[src/hdl/oal_pkg.sv]
// Package for the ordered array list engine: sizes, operation and status codes,
// and the control word that the top level broadcasts to the row of cells.
// No dependencies.
package oal_pkg;

	// storage size; a multiple of GROUP_SZ when above eight
	localparam int CAPACITY = 128;
	localparam int IDX_W    = $clog2(CAPACITY);
	localparam int CNT_W    = $clog2(CAPACITY + 1);
	localparam int DATA_W   = 32;
	localparam int CFG_W    = 8;
	localparam int POS_W    = 8;
	localparam int FIDX_W   = 7;
	localparam int CMP_W    = 16;

	// priority search is split into groups of match flags
	localparam int GROUP_SZ = (CAPACITY < 8) ? CAPACITY : 8;
	localparam int NGROUPS  = CAPACITY / GROUP_SZ;
	localparam int LIDX_W   = $clog2(GROUP_SZ);

	typedef enum logic [1:0] {
		MODE_APPEND = 2'd0,
		MODE_INSERT = 2'd1,
		MODE_SEARCH = 2'd2,
		MODE_REMOVE = 2'd3
	} mode_t;

	typedef enum logic [1:0] {
		ST_OK     = 2'd0,
		ST_FULL   = 2'd1,
		ST_BADPOS = 2'd2,
		ST_EMPTY  = 2'd3
	} status_t;

	// word broadcast to every cell in the accept cycle
	typedef struct packed {
		logic               ins;
		logic               srch;
		logic [IDX_W-1:0]   pos;
		logic [CNT_W-1:0]   count;
		logic [DATA_W-1:0]  value;
	} cell_ctrl_t;

	// first hit inside one group of match flags
	typedef struct packed {
		logic              hit;
		logic [LIDX_W-1:0] lidx;
	} grp_hit_t;

endpackage

[src/hdl/oal_group_enc.sv]
// Registered priority encoder over one group of cell match flags: lowest
// set flag wins. Depends on oal_pkg.
module oal_group_enc (
	input  logic                          clk,
	input  logic [oal_pkg::GROUP_SZ-1:0]  flags,
	output oal_pkg::grp_hit_t             hit
);

	oal_pkg::grp_hit_t hit_d;
	oal_pkg::grp_hit_t hit_q;

	// scan from the top so the lowest flag is kept
	always_comb begin
		hit_d.hit  = 1'b0;
		hit_d.lidx = '0;
		for (int i = oal_pkg::GROUP_SZ - 1; i >= 0; i--) begin
			if (flags[i]) begin
				hit_d.hit  = 1'b1;
				hit_d.lidx = oal_pkg::LIDX_W'(i);
			end
		end
	end

	always_ff @(posedge clk) begin
		hit_q <= hit_d;
	end

	assign hit = hit_q;

endmodule

[config.mk]
export PLATFORM = sky130hd
export DESIGN_NAME = oal_group_enc
export DESIGN_NICKNAME = d
export VERILOG_FILES = /design/src/hdl/oal_pkg.sv /design/src/hdl/oal_group_enc.sv
export SDC_FILE = /design/constraint.sdc
export NUM_CORES = 1
export LEC_CHECK = 0
export ABC_AREA = 0
export CORE_AREA = 2 2 39 41
export DETAILED_ROUTE_END_ITERATION = 6
export DIE_AREA = 0 0 41 43
export DONT_BUFFER_PORTS = 1
export PLACE_DENSITY = 0.35
export SYNTH_ARGS = -nofsm -noshare
export SYNTH_HDL_FRONTEND = slang
export SYNTH_SLANG_ARGS = --single-unit
[constraint.sdc]
create_clock -name clk -period 1.6 [get_ports clk]
set_input_delay 0.16 -clock clk [delete_from_list [all_inputs] [get_ports clk]]
set_output_delay 0.16 -clock clk [all_outputs]
set_load 0.1 [all_outputs]
==> run_results.csv <==
group,metric,value,unit
outcome,status,"complete, no violations",
setup_path,crit_buf_inv,1,
timing,period_needed,0.975,ns
placed_design,dpl.hpwl,317,um
detailed_routing,drt-initial-drc-count,3,
setup_path,max_stage_delay,0.30,ns
timing,slew_violations,0,
detailed_routing,vias,160,
placed_design,gp_congestion,0.545,
clocking,cts_buffers,3,
pwr,peakVddDrop,0.184,mV
synthesis,synth_seq_area_share,0.489,
clocking,postCtsHoldBufs,0,
synthesis,netlist_area,164,um2
floorplan,core-area,0.00138,mm2
grt,gr-total-overflow,0,
setup_path,crit_family,"flip-flops",
detailed_routing,wl_per_cell,9.17,um
floorplan,die_w,41,um
finish,layout-drive-gt1-share,0.320,
timing,setup_viol,0,
worst_hold_path,holdCritPathClass,"input pin to flip-flop",
synthesis,syn_area_per_cell,9.11,um2
synthesis,ys_types,11,
finish,layout.nets,36,
timing,rsz0062_at_grt,"no",
grt,antenna_found_initial,0,
setup_path,critical_path_class,"flip-flop to output port",
floorplan,boundaryPins,13,
setup_path,critical_path_required,1.44,ns
synthesis,synth_nets,27,
synthesis,yosys_register_bits,4,
setup_path,cp.arrival,0.81,ns
placed_design,portBuffers,0,
job,drv_cap,0,
finish,antenna_cells,0,
timing,tns,0,ns
clocking,post-cts-setup-buffer-count,0,
grt,grt_pass1_wl,634,um
setup_path,crit_slowest_cell,"dfxtp_1",
placed_design,detailedPlace.worstSlack,0.821,ns
floorplan,num_rows,14,
pwr,power,0.000278,W
clocking,cts_max_level,1,
detailed_routing,post-route-drc-count,0,
timing,hold_viol_final,0,
timing,timing.fmax,1030,MHz
finish,largest_register_ff_count,4,
pwr,leakage,0.0991,nW
setup_path,cp-end-kind,"output port",
clocking,cts.root.buffer_cell,"clkbuf_4",
setup_path,cp_max_fo,1,
floorplan,die_area,0.00176,mm2
finish,areaGrowthSynthToFinish,44.3,%
clocking,path_clk_slew,0.04,ns
timing,worst_pin_slew,0.342,ns
floorplan,die_h,43,um
synthesis,yosys_warnings,0,
detailed_routing,drt_pass1_iterations,2,
timing,period_share,0.609,
floorplan,start_util,0.118,
timing,worst_slack,0.625,ns
grt,grt_pass1_vias,175,
timing,hold_ws,0.0507,ns
clocking,cts.sinks,4,
timing,slew_headroom,0.769,
synthesis,syn_inst,18,
clocking,cts_tree,"yes",
setup_path,crit_path_start_kind,"flip-flop",
grt,grtUsageTotal,0.0612,
detailed_routing,ant_nets,0,
setup_path,crit_chain,"buf_4",
detailed_routing,routed_wl,376,um
pwr,powerDensity,1180,mW/mm2
clocking,cts_resized,0,
detailed_routing,via_per_inst,3.90,
grt,grt_max_degree,5,
clocking,cts_buffer_depth,2,
[worst paths after layout]
kind | slack [ns] | depth (start not counted) | end | startpoint
max | 0.63 | 1 | hit[0] | hit[0]
min | 0.05 | 1 | hit[0] | flags[2]
[cell families (layout without fill, tap and decap cells)]
group,Yosys count,count (layout),synth area share
DFF,4,4,0.489
AOI/OAI and AO/OA,5,5,0.191
and+or+nand+nor,7,7,0.275
buffers and inverters,2,9,0.0458
[cells in the final DEF (no fill, tap or decap)]
cell type	instances
and3b_1	1
a21boi_0	1
o41ai_1	1
inv_1	2
buf_4	4
o21ai_0	1
nor4_2	1
nand3_1	1
a21oi_1	2
clkbuf_4	3
dfxtp_1	4
nor2_1	3
nor3b_1	1
[Yosys cell counts (all sizes together)]
library cell  instances  area, um2
o21ai                 1       5.00
nand3                 1       5.00
dfxtp                 4       80.1
nor3b                 1       7.51
a21boi                1       7.51
and3b                 1       8.76
a21oi                 2       10.0
inv                   2       7.51
nor2                  3       11.3
nor4                  1       12.5
o41ai                 1       8.76
[power by group]
part	switching, W	internal, W
Sequential	0.00000111	0.000105
Combinational	0.0000402	0.0000117
Clock	0.0000368	0.0000836
Total	0.0000781	0.000200
[layout make-up]
type                            count  area, um2
Timing Repair Buffer                4       30.0
Fill cell                         158       1150
Multi-Input combinational cell     12       76.3
Tap cell                           16       20.0
Sequential cell                     4       80.1
Clock buffer                        3       22.5
Inverter                            2       7.51
[through the flow]
step                instance area, um2  std cells  utilization
finish                             236         41        0.171
global placement                   214         38        0.155
floorplan                          164         18            -
global route                       236         41        0.171
detailed placement                 214         38        0.155
CTS                                236         41        0.171
[layer usage]
| layer | global-route usage | part of all wire | wire (um) |
|---|---|---|---|
| met5 | 0 | 0 | 0 |
| met4 | 0.0600 | 0 | 0 |
| met3 | 0.0524 | 0.19 | 70 |
| met2 | 0.0750 | 0.37 | 140 |
| met1 | 0.0577 | 0.44 | 165 |
(Power assumes the default switching activity.)
