File: src/hdl/oal_pkg.sv
// Package for the ordered array list engine: sizes, operation and status codes,
// and the control word that the top level broadcasts to the row of cells.
// No dependencies.
package oal_pkg;

	// storage size; a multiple of GROUP_SZ when above eight
	localparam int CAPACITY = 128;
	localparam int IDX_W    = $clog2(CAPACITY);
	localparam int CNT_W    = $clog2(CAPACITY + 1);
	localparam int DATA_W   = 32;
	localparam int CFG_W    = 8;
	localparam int POS_W    = 8;
	localparam int FIDX_W   = 7;
	localparam int CMP_W    = 16;

	// priority search is split into groups of match flags
	localparam int GROUP_SZ = (CAPACITY < 8) ? CAPACITY : 8;
	localparam int NGROUPS  = CAPACITY / GROUP_SZ;
	localparam int LIDX_W   = $clog2(GROUP_SZ);

	typedef enum logic [1:0] {
		MODE_APPEND = 2'd0,
		MODE_INSERT = 2'd1,
		MODE_SEARCH = 2'd2,
		MODE_REMOVE = 2'd3
	} mode_t;

	typedef enum logic [1:0] {
		ST_OK     = 2'd0,
		ST_FULL   = 2'd1,
		ST_BADPOS = 2'd2,
		ST_EMPTY  = 2'd3
	} status_t;

	// word broadcast to every cell in the accept cycle
	typedef struct packed {
		logic               ins;
		logic               srch;
		logic [IDX_W-1:0]   pos;
		logic [CNT_W-1:0]   count;
		logic [DATA_W-1:0]  value;
	} cell_ctrl_t;

	// first hit inside one group of match flags
	typedef struct packed {
		logic              hit;
		logic [LIDX_W-1:0] lidx;
	} grp_hit_t;

endpackage

File: src/hdl/oal_cell.sv
// One storage cell of the list: holds an entry, shifts from its lower
// neighbour on insert and flags a search match. Depends on oal_pkg.
module oal_cell (
	input  logic                        clk,
	input  logic [oal_pkg::IDX_W-1:0]   idx,
	input  oal_pkg::cell_ctrl_t         ctrl,
	input  logic [oal_pkg::DATA_W-1:0]  prev_entry,
	output logic [oal_pkg::DATA_W-1:0]  entry,
	output logic                        match
);

	logic [oal_pkg::DATA_W-1:0] entry_q;
	logic                       match_q;
	logic [oal_pkg::CNT_W-1:0]  idx_w;

	assign idx_w = oal_pkg::CNT_W'(idx);

	// load the new word at the insert point, take the neighbour's word above it
	always_ff @(posedge clk) begin
		if (ctrl.ins) begin
			if (idx == ctrl.pos) begin
				entry_q <= ctrl.value;
			end else if ((idx > ctrl.pos) && (idx_w <= ctrl.count)) begin
				entry_q <= prev_entry;
			end
		end
	end

	// compare live entries against the searched word
	always_ff @(posedge clk) begin
		match_q <= ctrl.srch && (idx_w < ctrl.count) && (entry_q == ctrl.value);
	end

	assign entry = entry_q;
	assign match = match_q;

endmodule

File: config.mk
export PLATFORM = sky130hd
export DESIGN_NAME = oal_cell
export DESIGN_NICKNAME = d
export VERILOG_FILES = /design/src/hdl/oal_pkg.sv /design/src/hdl/oal_cell.sv
export SDC_FILE = /design/constraint.sdc
export NUM_CORES = 1
export LEC_CHECK = 0
export BUFFER_PORTS_ARGS = -buffer_cell sky130_fd_sc_hd__buf_4
export CORE_MARGIN = 3
export CORE_UTILIZATION = 40
export DETAILED_ROUTE_END_ITERATION = 6
export HOLD_SLACK_MARGIN = 0.12
export PLACE_DENSITY = 0.8
export REMOVE_ABC_BUFFERS = 1
export SYNTH_ARGS = -nofsm -noshare
export SYNTH_HDL_FRONTEND = slang
export SYNTH_SLANG_ARGS = --single-unit
File: constraint.sdc
create_clock -name clk -period 2.3 [get_ports clk]
set_input_delay 0.115 -clock clk [delete_from_list [all_inputs] [get_ports clk]]
set_output_delay 0.115 -clock clk [all_outputs]
set_load 0.03 [all_outputs]
==> results of run 1 <==
-- metrics by stage --
stage          setup TNS, ps   util  instances  power, uW
6_report                   0  0.652        357       1710
5_1_grt                    0  0.652        357       1800
4_1_cts                    0  0.652        357       1730
3_5_place_dp               0  0.637        350       1330
3_3_place_gp               0  0.637        350       1320
2_1_floorplan         -16920      -        158       1060
-- cell type report --
class	instances	area share
multi-input cells	111	0.326
clock buffers	6	0.0228
clock inverters	1	0.00118
flip-flops and latches	33	0.308
repair buffers	125	0.299
inverters	14	0.0165
well taps	67	0.0263
-- layer usage --
metal	up-vias	track usage
li1	848	-
met1	771	0.198
met2	73	0.320
met3	6	0.0654
met4	0	0.0367
met5	-	0
-- report_power, final --
part	total, uW	switching (uW)	internal, uW
registers	773	40.2	732
logic	535	262	273
clock network	398	195	204
-- worst reg2reg max path, delay by kind of cell (launching register included) --
kind             cells  cell delay [ps]
flip-flops           1              420
AND/OR/NAND/NOR      4              860
XOR/XNOR             1              160
-- state kept, by name, indices dropped and copies added (netlist names) --
| name | count |
|---|---|
| match | 1 |
| entry | 32 |
-- worst paths after layout --
path / endpoint / slack (ps) / cells past startpoint
worst max register to register: match / 760 / 5
worst min register to register: match / 610 / 3
worst min-delay path: entry[27] / 140 / 2
worst max-delay path: entry[7] / 660 / 7
-- logic make-up (layout without fill, tap and decap cells) --
| group | count (synthesis) | in the layout |
|---|---|---|
| AO/OA/AOI/OAI | 12 | 12 |
| XOR/XNOR | 32 | 32 |
| adder cells (fa/ha/maj) | 14 | 14 |
| buffers and inverters | 17 | 146 |
| flip-flops | 33 | 33 |
| multiplexers | 32 | 32 |
| AND/OR/NAND/NOR | 21 | 21 |
-- cell usage in the layout (no fill, tap or decap), types with 2 or more instances in the layout --
| cell type | instances |
|---|---|
| buf_4 | 124 |
| mux2_2 | 32 |
| edfxtp_1 | 32 |
| xnor2_1 | 28 |
| inv_1 | 14 |
| ha_1 | 14 |
| nand4_1 | 7 |
| clkbuf_8 | 5 |
| a21oi_1 | 4 |
| xor2_1 | 4 |
| nand3_1 | 3 |
| a21o_1 | 3 |
| nand2_1 | 2 |
| nor4_2 | 2 |
==> results.sh, run 1 <==
export IMPL_synth_sequential_area_ratio=0.469
export IMPL_top_layer="met4"
export IMPL_cp_slowest_cell="ha_1"
export IMPL_post_synthesis_simple_gate_area_fraction=0.0641
export IMPL_wl_met2_um=2760
export IMPL_hold_buffers=0
export IMPL_max_vdd_ir_drop_mv=0.394
export IMPL_cellPowerDensity_nw_per_um2=536
export IMPL_io_pins=122
export IMPL_post_synth_xor_area_fraction=0.134
export IMPL_clk_latency_ps=280
export IMPL_ctsRootBufferMaster="clkbuf_8"
export IMPL_slew_headroom=0.798
export IMPL_die_w_um=78.3
export IMPL_synth_compound_gate_area_share=0.0401
export IMPL_power_leakage_uw=0.00138
export IMPL_viasPerCell=4.76
export IMPL_endpoint_kind="flop"
export IMPL_async_flop_share=0
export IMPL_finalWeightedCongestion=0.801
export IMPL_finalInstanceArea_um2=3180
export IMPL_timing_hold_violations_final=0
export IMPL_initial_antenna_violation_count=0
export IMPL_synth_area_per_cell_um2=13.0
export IMPL_worst_setup_path_startpoint="idx[5]"
export IMPL_startpoint_type="input pin"
export IMPL_worstPathBufferInverterCount=2
export IMPL_fillCellCount=422
export IMPL_first_global_vias=1863
export IMPL_wirelength_um=5320
export IMPL_unrepaired_setup_endpoints_after_global_routing="no"
export IMPL_area_delta_synth_final_pct=52.3
export IMPL_cap_violations=0
export IMPL_grt_start_max_net_pins=22
export IMPL_dpl_cell_area_um2=3110
export IMPL_dp_worst_setup_slack_ps=377
export IMPL_avgRoutedWirePerCell_um=14.9
export IMPL_number_of_synthesized_flops_with_an_enable_pin=32
export IMPL_clock_skew_ps=5.29
export IMPL_synth_adder_area_share=0.0838
export IMPL_final_net_count=393
export IMPL_route_vias_total=1698
export IMPL_netlist_area_before_placement_um2=2090
export IMPL_timing_max_transition_violations_final=0
export IMPL_detail_route_antenna_nets=0
export IMPL_finalSetupViolations=0
export IMPL_wire_length_of_the_first_global_routing_pass_um=8460
export IMPL_tritoncts="yes"
export IMPL_max_clock_freq_ghz=0.611
export IMPL_post_dp_hpwl_um=4490
export IMPL_cpLargestDelayFamily="compound AO/OA/AOI/OAI gates"
export IMPL_critical_path_reg2reg_startpoint="entry[4]"
export IMPL_post_synth_inst_count=161
export IMPL_ys_warn_count=0
export IMPL_synthTopCellsByArea="edfxtp_1 46%, mux2_2 17%, xnor2_1 12%, ha_1 8.4%, inv_1 2.5%"
export IMPL_detail_route_drc_violations=0
export IMPL_synth_distinct_cells=26
export IMPL_multi_input_comb_area_um2=1040
export IMPL_worst_endpoint_required_ps=2260
export IMPL_dr_wl_met3_um=499
export IMPL_synth_top_family_by_area="multiplexers"
export IMPL_sequential_cell_area_um2=981
export IMPL_wl_met1_um=2020
export IMPL_layout_setup_ws_ps=664
export IMPL_tightestPinTransition_ps=303
export IMPL_cts_sink_count=33
export IMPL_starting_density_of_the_core=0.428
export IMPL_worst_path_most_repeated_cell="buf_4"
export IMPL_ys_flop_type="edfxtp_1"
export IMPL_clk_transition_reported_paths_ps=70
export IMPL_globalRoute_totalOverflow=0
export IMPL_fin_crit_ps=1640
export IMPL_final_period_utilization=0.711
export IMPL_cp_cell_sequence="buf_4, ha_1, a211oi_1, o32a_1, o31a_1, o311a_1, buf_4"
export IMPL_yosysTopAreaCell="edfxtp_1"
export IMPL_synth_seq_cells=33
export IMPL_drtPass1Iterations=4
export IMPL_postCtsSetupBuffers=0
export IMPL_fp_dieH_um=78.3
export IMPL_yosys_mux_area_fraction=0.172
export IMPL_final_hold_worst_slack_ps=137
export IMPL_grt_use_total=0.177
export IMPL_antenna_diode_count=0
export IMPL_critical_path_class="in -> reg"
export IMPL_post_route_cells_drive_above_1_share=0.569
export IMPL_crit_path_max_incr_delay_ps=300
export IMPL_clock_tree_buffer_depth=2
export IMPL_critical_path_max_fanout=21
export IMPL_yosys_area_top_type_share=0.460
export IMPL_drt_iter0_markers=46
export IMPL_buffer_ports_inserted=121
export IMPL_status="finished clean"
export IMPL_postCtsResizedCells=0
export IMPL_htree_levels=2
export IMPL_hp_class="in -> reg"
export IMPL_worstHoldStart="prev_entry[27]"
export IMPL_data_arrival_time_of_the_worst_path_ps=1590
export IMPL_die_area_um2=6130
export IMPL_cts_buffers=5
export IMPL_row_count=25
export IMPL_yosys_top_cells_count="32 x edfxtp_1, 32 x mux2_2, 28 x xnor2_1"
export IMPL_area_of_the_core_um2=4880
Note: power is estimated with default switching activity, not from simulation.
==> run 2, diff against run 1 <==
Clock period 2.3 ns to 1.5 ns, I/O delays scaled along.
==> results.sh, run 2 (same netlist as run 1, synthesis figures left out) <==
export IMPL_globalRoute_totalOverflow=0
export IMPL_startpoint_type="input pin"
export IMPL_critical_path_class="in -> reg"
export IMPL_post_route_cells_drive_above_1_share=0.549
export IMPL_clk_latency_ps=270
export IMPL_crit_path_end="entry[0]"
export IMPL_viasPerCell=4.81
export IMPL_clock_tree_buffer_depth=2
export IMPL_r2r_end="match"
export IMPL_starting_density_of_the_core=0.428
export IMPL_reg2reg_slack_ps=50
export IMPL_wire_length_of_the_first_global_routing_pass_um=9450
export IMPL_clock_skew_ps=3.57
export IMPL_cpLargestDelayFamily="compound AO/OA/AOI/OAI gates"
export IMPL_drtPass1Iterations=4
export IMPL_buffer_ports_inserted=121
export IMPL_largest_register_ff_count=32
export IMPL_fillCellCount=357
export IMPL_dp_worst_setup_slack_ps=-339
export IMPL_wirelength_um=6680
export IMPL_max_vdd_ir_drop_mv=0.600
export IMPL_detail_route_drc_violations=0
export IMPL_crit_path_max_incr_delay_ps=450
export IMPL_route_vias_total=1933
export IMPL_layout_commonest_cell="buf_4"
export IMPL_worst_setup_path_startpoint="ctrl[37]"
export IMPL_fin_cells=402
export IMPL_worst_endpoint_required_ps=1540
export IMPL_area_delta_synth_final_pct=79.6
export IMPL_r2r_worst_path_cells=5
export IMPL_endpoint_kind="flop"
export IMPL_die_w_um=78.3
export IMPL_cts_sink_count=33
export IMPL_row_count=25
export IMPL_final_period_utilization=1.03
export IMPL_ctsRootBufferMaster="clkbuf_8"
export IMPL_first_global_vias=2002
export IMPL_hold_path_depth=2
export IMPL_avgRoutedWirePerCell_um=16.6
export IMPL_critical_path_depth=8
export IMPL_finalWeightedCongestion=0.751
export IMPL_grt_use_total=0.199
export IMPL_slew_headroom=0.826
export IMPL_area_of_the_core_um2=4880
export IMPL_unrepaired_setup_endpoints_after_global_routing="yes"
export IMPL_tightestPinTransition_ps=259
export IMPL_layout_common_cells="127 x buf_4, 32 x mux2_2, 32 x edfxtp_1, 32 x dlygate4sd3_1, 28 x xnor2_1"
export IMPL_fp_dieH_um=78.3
export IMPL_htree_levels=2
export IMPL_cap_violations=0
export IMPL_antenna_diode_count=0
export IMPL_cts_buffers=5
export IMPL_fin_crit_ps=1550
export IMPL_clk_transition_reported_paths_ps=60
export IMPL_post_dp_hpwl_um=4710
export IMPL_cp_slowest_cell="o311a_4"
export IMPL_tritoncts="yes"
export IMPL_critical_path_max_fanout=6
export IMPL_data_arrival_time_of_the_worst_path_ps=1580
export IMPL_detail_route_antenna_nets=0
export IMPL_timing_max_transition_violations_final=0
export IMPL_hp_class="in -> reg"
export IMPL_placed_cells=358
export IMPL_finalSetupViolations=32
export IMPL_initial_antenna_violation_count=0
export IMPL_worstPathBufferInverterCount=3
export IMPL_status="finished with violations"
export IMPL_critical_path_reg2reg_startpoint="entry[1]"
export IMPL_layout_setup_ws_ps=-46.4
export IMPL_cp_cell_sequence="buf_6, inv_4, ha_4, a211oi_2, o32a_1, o31a_1, o311a_4, clkbuf_16"
export IMPL_power_leakage_uw=0.00160
export IMPL_io_pins=122
export IMPL_die_area_um2=6130
export IMPL_violations="setup timing"
export IMPL_total_power_uw=2830
export IMPL_max_clock_freq_ghz=0.647
export IMPL_drt_iter0_markers=47
export IMPL_grt_start_max_net_pins=16
export IMPL_cellPowerDensity_nw_per_um2=753
export IMPL_timing_hold_violations_final=0
export IMPL_final_net_count=437
-- run 2: changes by cell type in the layout (fill, tap and decap cells not counted), moves of 2 or more --
cell and delta:
buf_12 +2, buf_4 +3, buf_6 +2, buf_8 +2, clkbuf_1 +2, clkbuf_16 +3
dlygate4sd3_1 +32, ha_1 -3, ha_4 +3, inv_1 -2
-- run 2: worst register-to-register path, cell delays in order (launching register included) --
cell,delay [ps]
edfxtp_1,420
xnor2_1,190
nand4_1,120
nor4_2,310
nand3_1,160
nor4_2,160
-- run 2: worst min path at each step --
stage | slack [ps] | endpoint | start
after global routing | 120 | entry[7] | prev_entry[7]
after floorplan | 280 | match | ctrl[21]
after global placement | 380 | entry[0] | prev_entry[0]
after detailed placement | 380 | entry[31] | prev_entry[31]
after CTS | 120 | entry[19] | prev_entry[19]
final | 120 | entry[7] | prev_entry[7]
-- run 2: final cells by class --
class                      instances  area [um2]  share of cell area
timing repair buffer             169        1460               0.389
multi-input combinational        111        1090               0.291
sequential                        33         981               0.261
tap                               67        83.8              0.0223
clock buffer                       8        80.1              0.0213
inverter                          14        55.1              0.0147
-- run 2: what timing repair did --
action,CTS,global route
gates cloned,0,3
hold buffers,26,6
setup buffers,0,1
pin swaps,6,7
hold endpoints to repair,24,6
gates resized for setup,4,14
setup endpoints to repair,33,36
-- run 2: routing by layer --
layer,GRT usage,share of wire
met1,0.213,0.36
met2,0.393,0.56
met3,0.0493,0.071
met4,0.0385,0.0088
met5,0,0
-- run 2: where the power goes --
| part | switching (uW) | internal (uW) | total [uW] |
|---|---|---|---|
| Clock | 297 | 330 | 627 |
| Combinational | 457 | 555 | 1010 |
| Sequential | 66.8 | 1120 | 1190 |
| Total | 821 | 2010 | 2830 |
-- run 2: metrics by stage --
step	TNS, ps	utilization	hold WS, ps	instance area, um2
finish	-836	0.769	122	3750
global route	-1990	0.769	122	3750
CTS	0	0.726	120	3540
detailed placement	-16810	0.652	380	3180
global placement	-16190	0.652	377	3180
floorplan	-59110	-	282	2070
